`src/rtl/cfq_pkg.sv`:
```
// ----------------------------------------------------------------------------
// cfq_pkg
// Shared constants, operation and status codes, and controller command type
// for the circular FIFO queue.
// ----------------------------------------------------------------------------
package cfq_pkg;

   // default sizes
   localparam int MAX_ITEMS_DEFAULT = 16;
   localparam int WORD_BITS_DEFAULT = 32;

   // fixed field widths
   localparam int OP_BITS     = 2;
   localparam int STATUS_BITS = 2;
   localparam int VALUE_BITS  = 32;
   localparam int CAP_BITS    = 5;

   // capacity after reset
   localparam logic [CAP_BITS-1:0] CAP_RESET = 5'd16;

   // operation codes
   localparam logic [OP_BITS-1:0] OP_STATUS = 2'd0;
   localparam logic [OP_BITS-1:0] OP_PUSH   = 2'd1;
   localparam logic [OP_BITS-1:0] OP_POP    = 2'd2;
   localparam logic [OP_BITS-1:0] OP_CLEAR  = 2'd3;

   // status codes
   localparam logic [STATUS_BITS-1:0] ST_DONE  = 2'd0;
   localparam logic [STATUS_BITS-1:0] ST_FULL  = 2'd1;
   localparam logic [STATUS_BITS-1:0] ST_EMPTY = 2'd2;

   // commands from controller to datapath
   typedef struct packed {
      logic capture;   // latch the accepted item
      logic execute;   // apply the item and load the result register
   } cmd_type;

endpackage

```
`src/rtl/cfq_ctrl.sv`:
```
// ----------------------------------------------------------------------------
// cfq_ctrl
// Controller: sequences each item through capture and execute, and owns the
// request ready and the result valid flag.
// ----------------------------------------------------------------------------
module cfq_ctrl (
   input  logic             clock,
   input  logic             reset,
   input  logic             req_valid,
   output logic             req_ready,
   output logic             rsp_valid,
   input  logic             rsp_ready,
   output cfq_pkg::cmd_type cmd
);

   typedef enum logic {
      S_IDLE,
      S_EXEC
   } state_type;

   state_type state_ff;
   logic      rsp_valid_ff;
   logic      out_free;

   // result register may be reloaded when empty or being taken this cycle
   assign out_free  = !rsp_valid_ff || rsp_ready;
   assign req_ready = (state_ff == S_IDLE);
   assign rsp_valid = rsp_valid_ff;

   assign cmd.capture = (state_ff == S_IDLE) && req_valid;
   assign cmd.execute = (state_ff == S_EXEC) && out_free;

   // advance state and track the pending result
   always_ff @(posedge clock) begin
      if (reset) begin
         state_ff     <= S_IDLE;
         rsp_valid_ff <= 1'b0;
      end else begin
         unique case (state_ff)
            S_IDLE: begin
               if (rsp_ready) begin
                  rsp_valid_ff <= 1'b0;
               end
               if (req_valid) begin
                  state_ff <= S_EXEC;
               end
            end
            S_EXEC: begin
               if (out_free) begin
                  rsp_valid_ff <= 1'b1;
                  state_ff     <= S_IDLE;
               end
            end
            default: begin
               state_ff <= S_IDLE;
            end
         endcase
      end
   end

endmodule

```
`src/rtl/cfq_datapath.sv`:
```
// ----------------------------------------------------------------------------
// cfq_datapath
// Datapath: entry memory, front and rear pointers, count, capacity register
// and the result register.
// ----------------------------------------------------------------------------
module cfq_datapath #(
   parameter int MAX_ITEMS = cfq_pkg::MAX_ITEMS_DEFAULT,
   parameter int WORD_BITS = cfq_pkg::WORD_BITS_DEFAULT,
   parameter int CNT_BITS  = $clog2(MAX_ITEMS + 1)
) (
   input  logic                                clock,
   input  logic                                reset,
   input  cfq_pkg::cmd_type                    cmd,
   input  logic [cfq_pkg::OP_BITS-1:0]         req_operation,
   input  logic signed [cfq_pkg::VALUE_BITS-1:0] req_push_value,
   input  logic                                csr_valid,
   input  logic [cfq_pkg::CAP_BITS-1:0]        csr_capacity,
   output logic [cfq_pkg::STATUS_BITS-1:0]     rsp_status,
   output logic signed [cfq_pkg::VALUE_BITS-1:0] rsp_front_value,
   output logic [CNT_BITS-1:0]                 rsp_item_count,
   output logic                                rsp_is_empty,
   output logic                                rsp_is_full
);

   localparam int IDX_BITS = (MAX_ITEMS > 1) ? $clog2(MAX_ITEMS) : 1;
   localparam int CMP_BITS = (CNT_BITS > cfq_pkg::CAP_BITS) ? CNT_BITS : cfq_pkg::CAP_BITS;
   localparam logic [IDX_BITS-1:0] LAST_IDX = IDX_BITS'(MAX_ITEMS - 1);
   localparam logic [CMP_BITS-1:0] MAX_CMP  = CMP_BITS'(MAX_ITEMS);

   logic [WORD_BITS-1:0] mem [MAX_ITEMS];
   logic [WORD_BITS-1:0] rd_word_ff;

   logic [IDX_BITS-1:0] front_ff, front_in;
   logic [IDX_BITS-1:0] rear_ff, rear_in;
   logic [CNT_BITS-1:0] count_ff, count_in;
   logic [cfq_pkg::CAP_BITS-1:0] cap_ff;

   logic [cfq_pkg::OP_BITS-1:0]    op_ff;
   logic [cfq_pkg::VALUE_BITS-1:0] value_ff;

   logic [cfq_pkg::STATUS_BITS-1:0] status_ff, status_in;
   logic [cfq_pkg::VALUE_BITS-1:0]  front_val_ff, front_val_in;
   logic [CNT_BITS-1:0]             out_count_ff;
   logic                            empty_ff, full_ff, full_in;

   logic [CMP_BITS-1:0]  cap_ext, eff_cap, count_cmp, count_in_cmp;
   logic [63:0]          value_wide;
   logic [WORD_BITS-1:0] push_word;
   logic signed [WORD_BITS-1:0] rd_signed;
   logic signed [63:0]   rd_ext;
   logic                 at_cap, do_write;

   // clamp capacity into one to MAX_ITEMS
   always_comb begin
      cap_ext = CMP_BITS'(cap_ff);
      if (cap_ext == '0) begin
         eff_cap = CMP_BITS'(1);
      end else if (cap_ext > MAX_CMP) begin
         eff_cap = MAX_CMP;
      end else begin
         eff_cap = cap_ext;
      end
   end

   // keep the low word bits of the pushed value; sign-extend the read word
   assign value_wide = {32'b0, value_ff};
   assign push_word  = value_wide[WORD_BITS-1:0];
   assign rd_signed  = rd_word_ff;
   assign rd_ext     = 64'(rd_signed);

   assign count_cmp = CMP_BITS'(count_ff);
   assign at_cap    = (count_cmp >= eff_cap);

   // work out next pointers, count and result fields
   always_comb begin
      front_in     = front_ff;
      rear_in      = rear_ff;
      count_in     = count_ff;
      status_in    = cfq_pkg::ST_DONE;
      do_write     = 1'b0;
      front_val_in = (count_ff != '0) ? rd_ext[cfq_pkg::VALUE_BITS-1:0] : '0;
      case (op_ff)
         cfq_pkg::OP_PUSH: begin
            if (at_cap) begin
               status_in = cfq_pkg::ST_FULL;
            end else begin
               do_write = 1'b1;
               rear_in  = (rear_ff == LAST_IDX) ? '0 : rear_ff + 1'b1;
               count_in = count_ff + 1'b1;
            end
         end
         cfq_pkg::OP_POP: begin
            if (count_ff == '0) begin
               status_in = cfq_pkg::ST_EMPTY;
            end else begin
               front_in = (front_ff == LAST_IDX) ? '0 : front_ff + 1'b1;
               count_in = count_ff - 1'b1;
            end
         end
         cfq_pkg::OP_CLEAR: begin
            front_in = rear_ff;
            count_in = '0;
         end
         default: begin
         end
      endcase
      count_in_cmp = CMP_BITS'(count_in);
      full_in      = (count_in_cmp >= eff_cap);
   end

   // hold memory contents; read the front entry every cycle
   always_ff @(posedge clock) begin
      rd_word_ff <= mem[front_ff];
      if (cmd.execute && do_write) begin
         mem[rear_ff] <= push_word;
      end
   end

   // hold pointers, count and capacity
   always_ff @(posedge clock) begin
      if (reset) begin
         front_ff <= '0;
         rear_ff  <= '0;
         count_ff <= '0;
         cap_ff   <= cfq_pkg::CAP_RESET;
      end else begin
         if (csr_valid) begin
            cap_ff <= csr_capacity;
         end
         if (cmd.execute) begin
            front_ff <= front_in;
            rear_ff  <= rear_in;
            count_ff <= count_in;
         end
      end
   end

   // latch the accepted item and load the result register
   always_ff @(posedge clock) begin
      if (cmd.capture) begin
         op_ff    <= req_operation;
         value_ff <= req_push_value;
      end
      if (cmd.execute) begin
         status_ff    <= status_in;
         front_val_ff <= front_val_in;
         out_count_ff <= count_in;
         empty_ff     <= (count_in == '0);
         full_ff      <= full_in;
      end
   end

   assign rsp_status      = status_ff;
   assign rsp_front_value = front_val_ff;
   assign rsp_item_count  = out_count_ff;
   assign rsp_is_empty    = empty_ff;
   assign rsp_is_full     = full_ff;

endmodule

```
`src/rtl/circular_fifo_queue.sv`:
```
// Each item is captured, then executed against the registered read of the front
// entry once the result register is free; no new item is accepted until the
// current one has executed.
// Reset clears pointers, count and the result flag, and sets capacity to 16;
// memory contents are left as they are.
// ----------------------------------------------------------------------------
// circular_fifo_queue
// Ring-buffer FIFO of signed words with push, pop, clear and status items,
// a configurable capacity, and one result per item.
// ----------------------------------------------------------------------------
module circular_fifo_queue #(
   parameter int MAX_ITEMS = cfq_pkg::MAX_ITEMS_DEFAULT,
   parameter int WORD_BITS = cfq_pkg::WORD_BITS_DEFAULT,
   parameter int CNT_BITS  = $clog2(MAX_ITEMS + 1)
) (
   input  logic                                  clock,
   input  logic                                  reset,
   input  logic                                  req_valid,
   output logic                                  req_ready,
   input  logic [cfq_pkg::OP_BITS-1:0]           req_operation,
   input  logic signed [cfq_pkg::VALUE_BITS-1:0] req_push_value,
   output logic                                  rsp_valid,
   input  logic                                  rsp_ready,
   output logic [cfq_pkg::STATUS_BITS-1:0]       rsp_status,
   output logic signed [cfq_pkg::VALUE_BITS-1:0] rsp_front_value,
   output logic [CNT_BITS-1:0]                   rsp_item_count,
   output logic                                  rsp_is_empty,
   output logic                                  rsp_is_full,
   input  logic                                  csr_valid,
   output logic                                  csr_ready,
   input  logic [cfq_pkg::CAP_BITS-1:0]          csr_capacity
);

   cfq_pkg::cmd_type cmd;

   // capacity writes are always taken
   assign csr_ready = 1'b1;

   cfq_ctrl u_ctrl (
      .clock     (clock),
      .reset     (reset),
      .req_valid (req_valid),
      .req_ready (req_ready),
      .rsp_valid (rsp_valid),
      .rsp_ready (rsp_ready),
      .cmd       (cmd)
   );

   cfq_datapath #(
      .MAX_ITEMS (MAX_ITEMS),
      .WORD_BITS (WORD_BITS),
      .CNT_BITS  (CNT_BITS)
   ) u_datapath (
      .clock           (clock),
      .reset           (reset),
      .cmd             (cmd),
      .req_operation   (req_operation),
      .req_push_value  (req_push_value),
      .csr_valid       (csr_valid),
      .csr_capacity    (csr_capacity),
      .rsp_status      (rsp_status),
      .rsp_front_value (rsp_front_value),
      .rsp_item_count  (rsp_item_count),
      .rsp_is_empty    (rsp_is_empty),
      .rsp_is_full     (rsp_is_full)
   );

endmodule
```
`config.mk`:
```
export PLATFORM = sky130hd
export DESIGN_NAME = circular_fifo_queue
export DESIGN_NICKNAME = d
export VERILOG_FILES = /design/src/rtl/cfq_pkg.sv /design/src/rtl/cfq_ctrl.sv /design/src/rtl/cfq_datapath.sv /design/src/rtl/circular_fifo_queue.sv
export SDC_FILE = /design/constraint.sdc
export NUM_CORES = 1
export LEC_CHECK = 0
export ABC_AREA = 1
export BUFFER_PORTS_ARGS = -buffer_cell sky130_fd_sc_hd__buf_2
export CELL_PAD_IN_SITES_DETAIL_PLACEMENT = 1
export CELL_PAD_IN_SITES_GLOBAL_PLACEMENT = 1
export CORE_UTILIZATION = 58
export CTS_BUF_LIST = sky130_fd_sc_hd__clkbuf_8
export CTS_CLUSTER_SIZE = 12
export DETAILED_ROUTE_END_ITERATION = 10
export PLACE_DENSITY_LB_ADDON = 0.1
export SYNTH_ARGS = -nofsm -noshare
export SYNTH_HDL_FRONTEND = slang
export SYNTH_HIERARCHICAL = 1
export SYNTH_SLANG_ARGS = --single-unit
export TNS_END_PERCENT = 20
```
`constraint.sdc`:
```
create_clock -name clock -period 13.6 [get_ports clock]
set_input_delay 2.72 -clock clock [delete_from_list [all_inputs] [get_ports clock]]
set_output_delay 2.72 -clock clock [all_outputs]
set_load 0.02 [all_outputs]
```
==> results_dict.tcl <==
set metrics [dict create \
    dieWidth_um 207.5 \
    rows 74 \
    pin_count 88 \
    cts_setup_buffers 0 \
    top_layer "met4" \
    layout_commonest_cell "edfxtp_1" \
    num_antenna_cells 0 \
    async_flop_share 0 \
    wl_met1_um 25320 \
    cts_tree "yes" \
    vias 15380 \
    nets 1977 \
    min_path_type "reg2reg" \
    power_switching_w 0.0009862 \
    max-vdd-ir-drop_v 0.0001073 \
    yosysWarnings 6 \
    grt_pass1_vias 16720 \
    slowest_stage "nor2_4" \
    syn2layout_area_growth_pct 11.31 \
    synth_nets 1882 \
    cts_resized 0 \
    cts_hold_buf 0 \
    dr_wl_met3_um 2960 \
    overflow 0 \
    portBuffers 86 \
    drt_wl_total_um 61790 \
    grt_pass1_wl_um 96020 \
    cp_max_fo 49 \
    hold_viol_final 0 \
    fin_crit_sh 0.3877 \
    antenna_found_initial 0 \
    rsz0062_at_grt "false" \
    wire_per_inst_um 24.39 \
    post-route-util 0.6614 \
    drv_slew 0 \
    cellLeakagePower_nw 9.611 \
    synth_sequential_area_ratio 0.7625 \
    clkTransAtPathRegs_ns 0.06 \
    cp_top_family "simple AND/OR/NAND/NOR gates" \
    ys_types 37 \
    ys_ff_latch 639 \
    drive_above_1_share 0.1344 \
    cts-root-buf "clkbuf_8" \
    status "finished, final reports clean" \
    cellPowerDensity_mw_per_mm2 149.9 \
    cp.arrival_ns 5.54 \
    path_cells "buf_2, inv_1, a21oi_4, buf_4, inv_1, nor2_4, nand2_1, nor2_4" \
    dp_hpwl_um 34090 \
    dp_cells 2343 \
    die_h_um 207.5 \
    syn_inst 1818 \
    setup-tns-final_ns 0 \
    min_period_ns 5.273 \
    design.core.area_mm2 0.04120 \
    clock-sinks 639 \
    worstMarginPinSlew_ns 1.329 \
    critPathRequiredTime_ns 13.87 \
    final_cell_area_mm2 0.02725 \
    endpoint_kind "flip-flop" \
    cap_violations 0 \
    pwr-share-clk 0.379 \
    drc 0 \
    clockBufferDepth 3 \
    clk_latency_ns 0.68 \
    max_stage_delay_ns 1.02 \
    dr.pass1.iters 5 \
    skew_ns 0.03947 \
    critPathKind "in2reg" \
    gp_congestion 0.8164 \
    die_area_mm2 0.04304 \
    crit_buf_inv 4 \
    fmax_ghz 0.1897 \
    synth_edf_count 587 \
    syn_area_mm2 0.02448 \
    final_cells 2533 \
    drtAntennaViolNets 0 \
    drtIter0Drc 1184 \
    grt_max_degree 163 \
    avgSynthCellArea_um2 13.47 \
    setup.worst_path.start_class "primary input" \
    finalSetupViolCount 0 \
    layout_common_cells "edfxtp_1 (587), nor2_1 (275), o21ai_0 (274)" \
    dr_wl_met2_um 31920 \
    ys_dominant_reg_cell "edfxtp_1" \
    start_util 0.5942 \
    pwr-share-seq 0.551 \
    vias_per_cell 6.072 \
    netSwitchingFraction 0.2414 \
    cts_buffers 100 \
    htree_levels 3 \
    slew_headroom 0.1116 \
    comb_power_share 0.070 \
    p_int_w 0.003098 \
    placed_area_mm2 0.02529 \
    grt_usage 0.2937 \
]
## cells by family after synthesis
family / synth area share
other cells: 0.0001532
fa+ha+maj: 0.01022
compound gates: 0.1049
buf+inv: 0.03480
simple gates: 0.08530
flops: 0.7625
xor+xnor: 0.002146
## worst min-delay path, cell delays in order (launching register included)
cell     delay (ns)
dfxtp_1        0.30
nand2_1        0.05
inv_1          0.04
## cell type report
class / instances / area (um^2)
Clock inverter: 71 / 325.3
Sequential cell: 639 / 18680
Inverter: 80 / 305.3
Multi-Input combinational cell: 992 / 5105
Clock buffer: 119 / 1638
Tap cell: 532 / 665.6
Fill cell: 3936 / 13950
Timing Repair Buffer: 100 / 535.5
## final timing paths
check	from	end	slack [ns]	cells past startpoint
worst min-delay path	u_datapath/rd_signed[4]$_DFF_P_	u_datapath/rsp_front_value[4]$_SDFFCE_PP0P_	0.49	2
worst max register to register	u_ctrl/state_ff$_SDFF_PP0_	u_datapath/mem[13][14]$_DFFE_PP_	10.02	7
worst max-delay path	rsp_ready	u_datapath/mem[13][14]$_DFFE_PP_	8.33	8
worst min register to register	u_datapath/rd_signed[4]$_DFF_P_	u_datapath/rsp_front_value[4]$_SDFFCE_PP0P_	0.49	2
## per-stage QoR
stage          power [W]  hold WS, ns  setup WS, ns
2_1_floorplan   0.002461       0.4487         6.902
3_3_place_gp    0.002550       0.4666         7.836
3_5_place_dp    0.002576       0.4766         7.651
4_1_cts         0.004116       0.4912         8.340
5_1_grt         0.004223       0.5092         8.185
6_report        0.004085       0.4894         8.327
## metal layers
layer,vias to the layer above,track usage
met5,-,0
met1,7864,0.3728
met3,124,0.04902
li1,6886,-
met4,0,0.1104
met2,506,0.5090
## flip-flops by register name, indices dropped and copies added, names as in the netlist, 2 cells and up
name	flops
u_datapath/mem	512
u_datapath/push_word	32
u_datapath/rd_signed	32
u_datapath/rsp_front_value	32
u_datapath/cap_ext	5
u_datapath/count_cmp	5
u_datapath/rsp_item_count	5
u_datapath/front_ff	4
u_datapath/rear_ff	4
u_datapath/op_ff	2
u_datapath/rsp_status	2
## cell usage after synthesis (2+ instances only)
cell / n / share of area
o22ai_1: 76 / 0.019
inv_2: 3 / 0.00046
buf_1: 4 / 0.00061
o21ai_1: 2 / 0.00041
o221ai_1: 53 / 0.019
o211ai_1: 11 / 0.0034
nor2_4: 2 / 0.00092
nand2_1: 148 / 0.023
buf_4: 12 / 0.0037
xor2_1: 4 / 0.0014
clkbuf_1: 57 / 0.0087
clkbuf_2: 8 / 0.0016
o21bai_1: 2 / 0.00061
inv_1: 77 / 0.012
nand3_1: 69 / 0.014
ha_1: 20 / 0.010
xnor2_1: 2 / 0.00072
edfxtp_1: 587 / 0.72
buf_2: 16 / 0.0033
a21oi_1: 22 / 0.0045
buf_6: 10 / 0.0046
nor3_1: 2 / 0.00041
dfxtp_1: 52 / 0.043
nor2_1: 293 / 0.045
o21ai_0: 274 / 0.056
## power groups by stage
| stage | Sequential, W | Combinational, W | Clock [W] |
|---|---|---|---|
| floorplan | 0.00228 | 0.000177 | 0 |
| global placement | 0.00228 | 0.000266 | 0 |
| global route | 0.00225 | 0.000316 | 0.00165 |
| finish | 0.00225 | 0.000287 | 0.00155 |
| CTS | 0.00225 | 0.000288 | 0.00158 |
| detailed placement | 0.00229 | 0.000285 | 0 |
No activity file was read; power rests on OpenSTA's default activity.
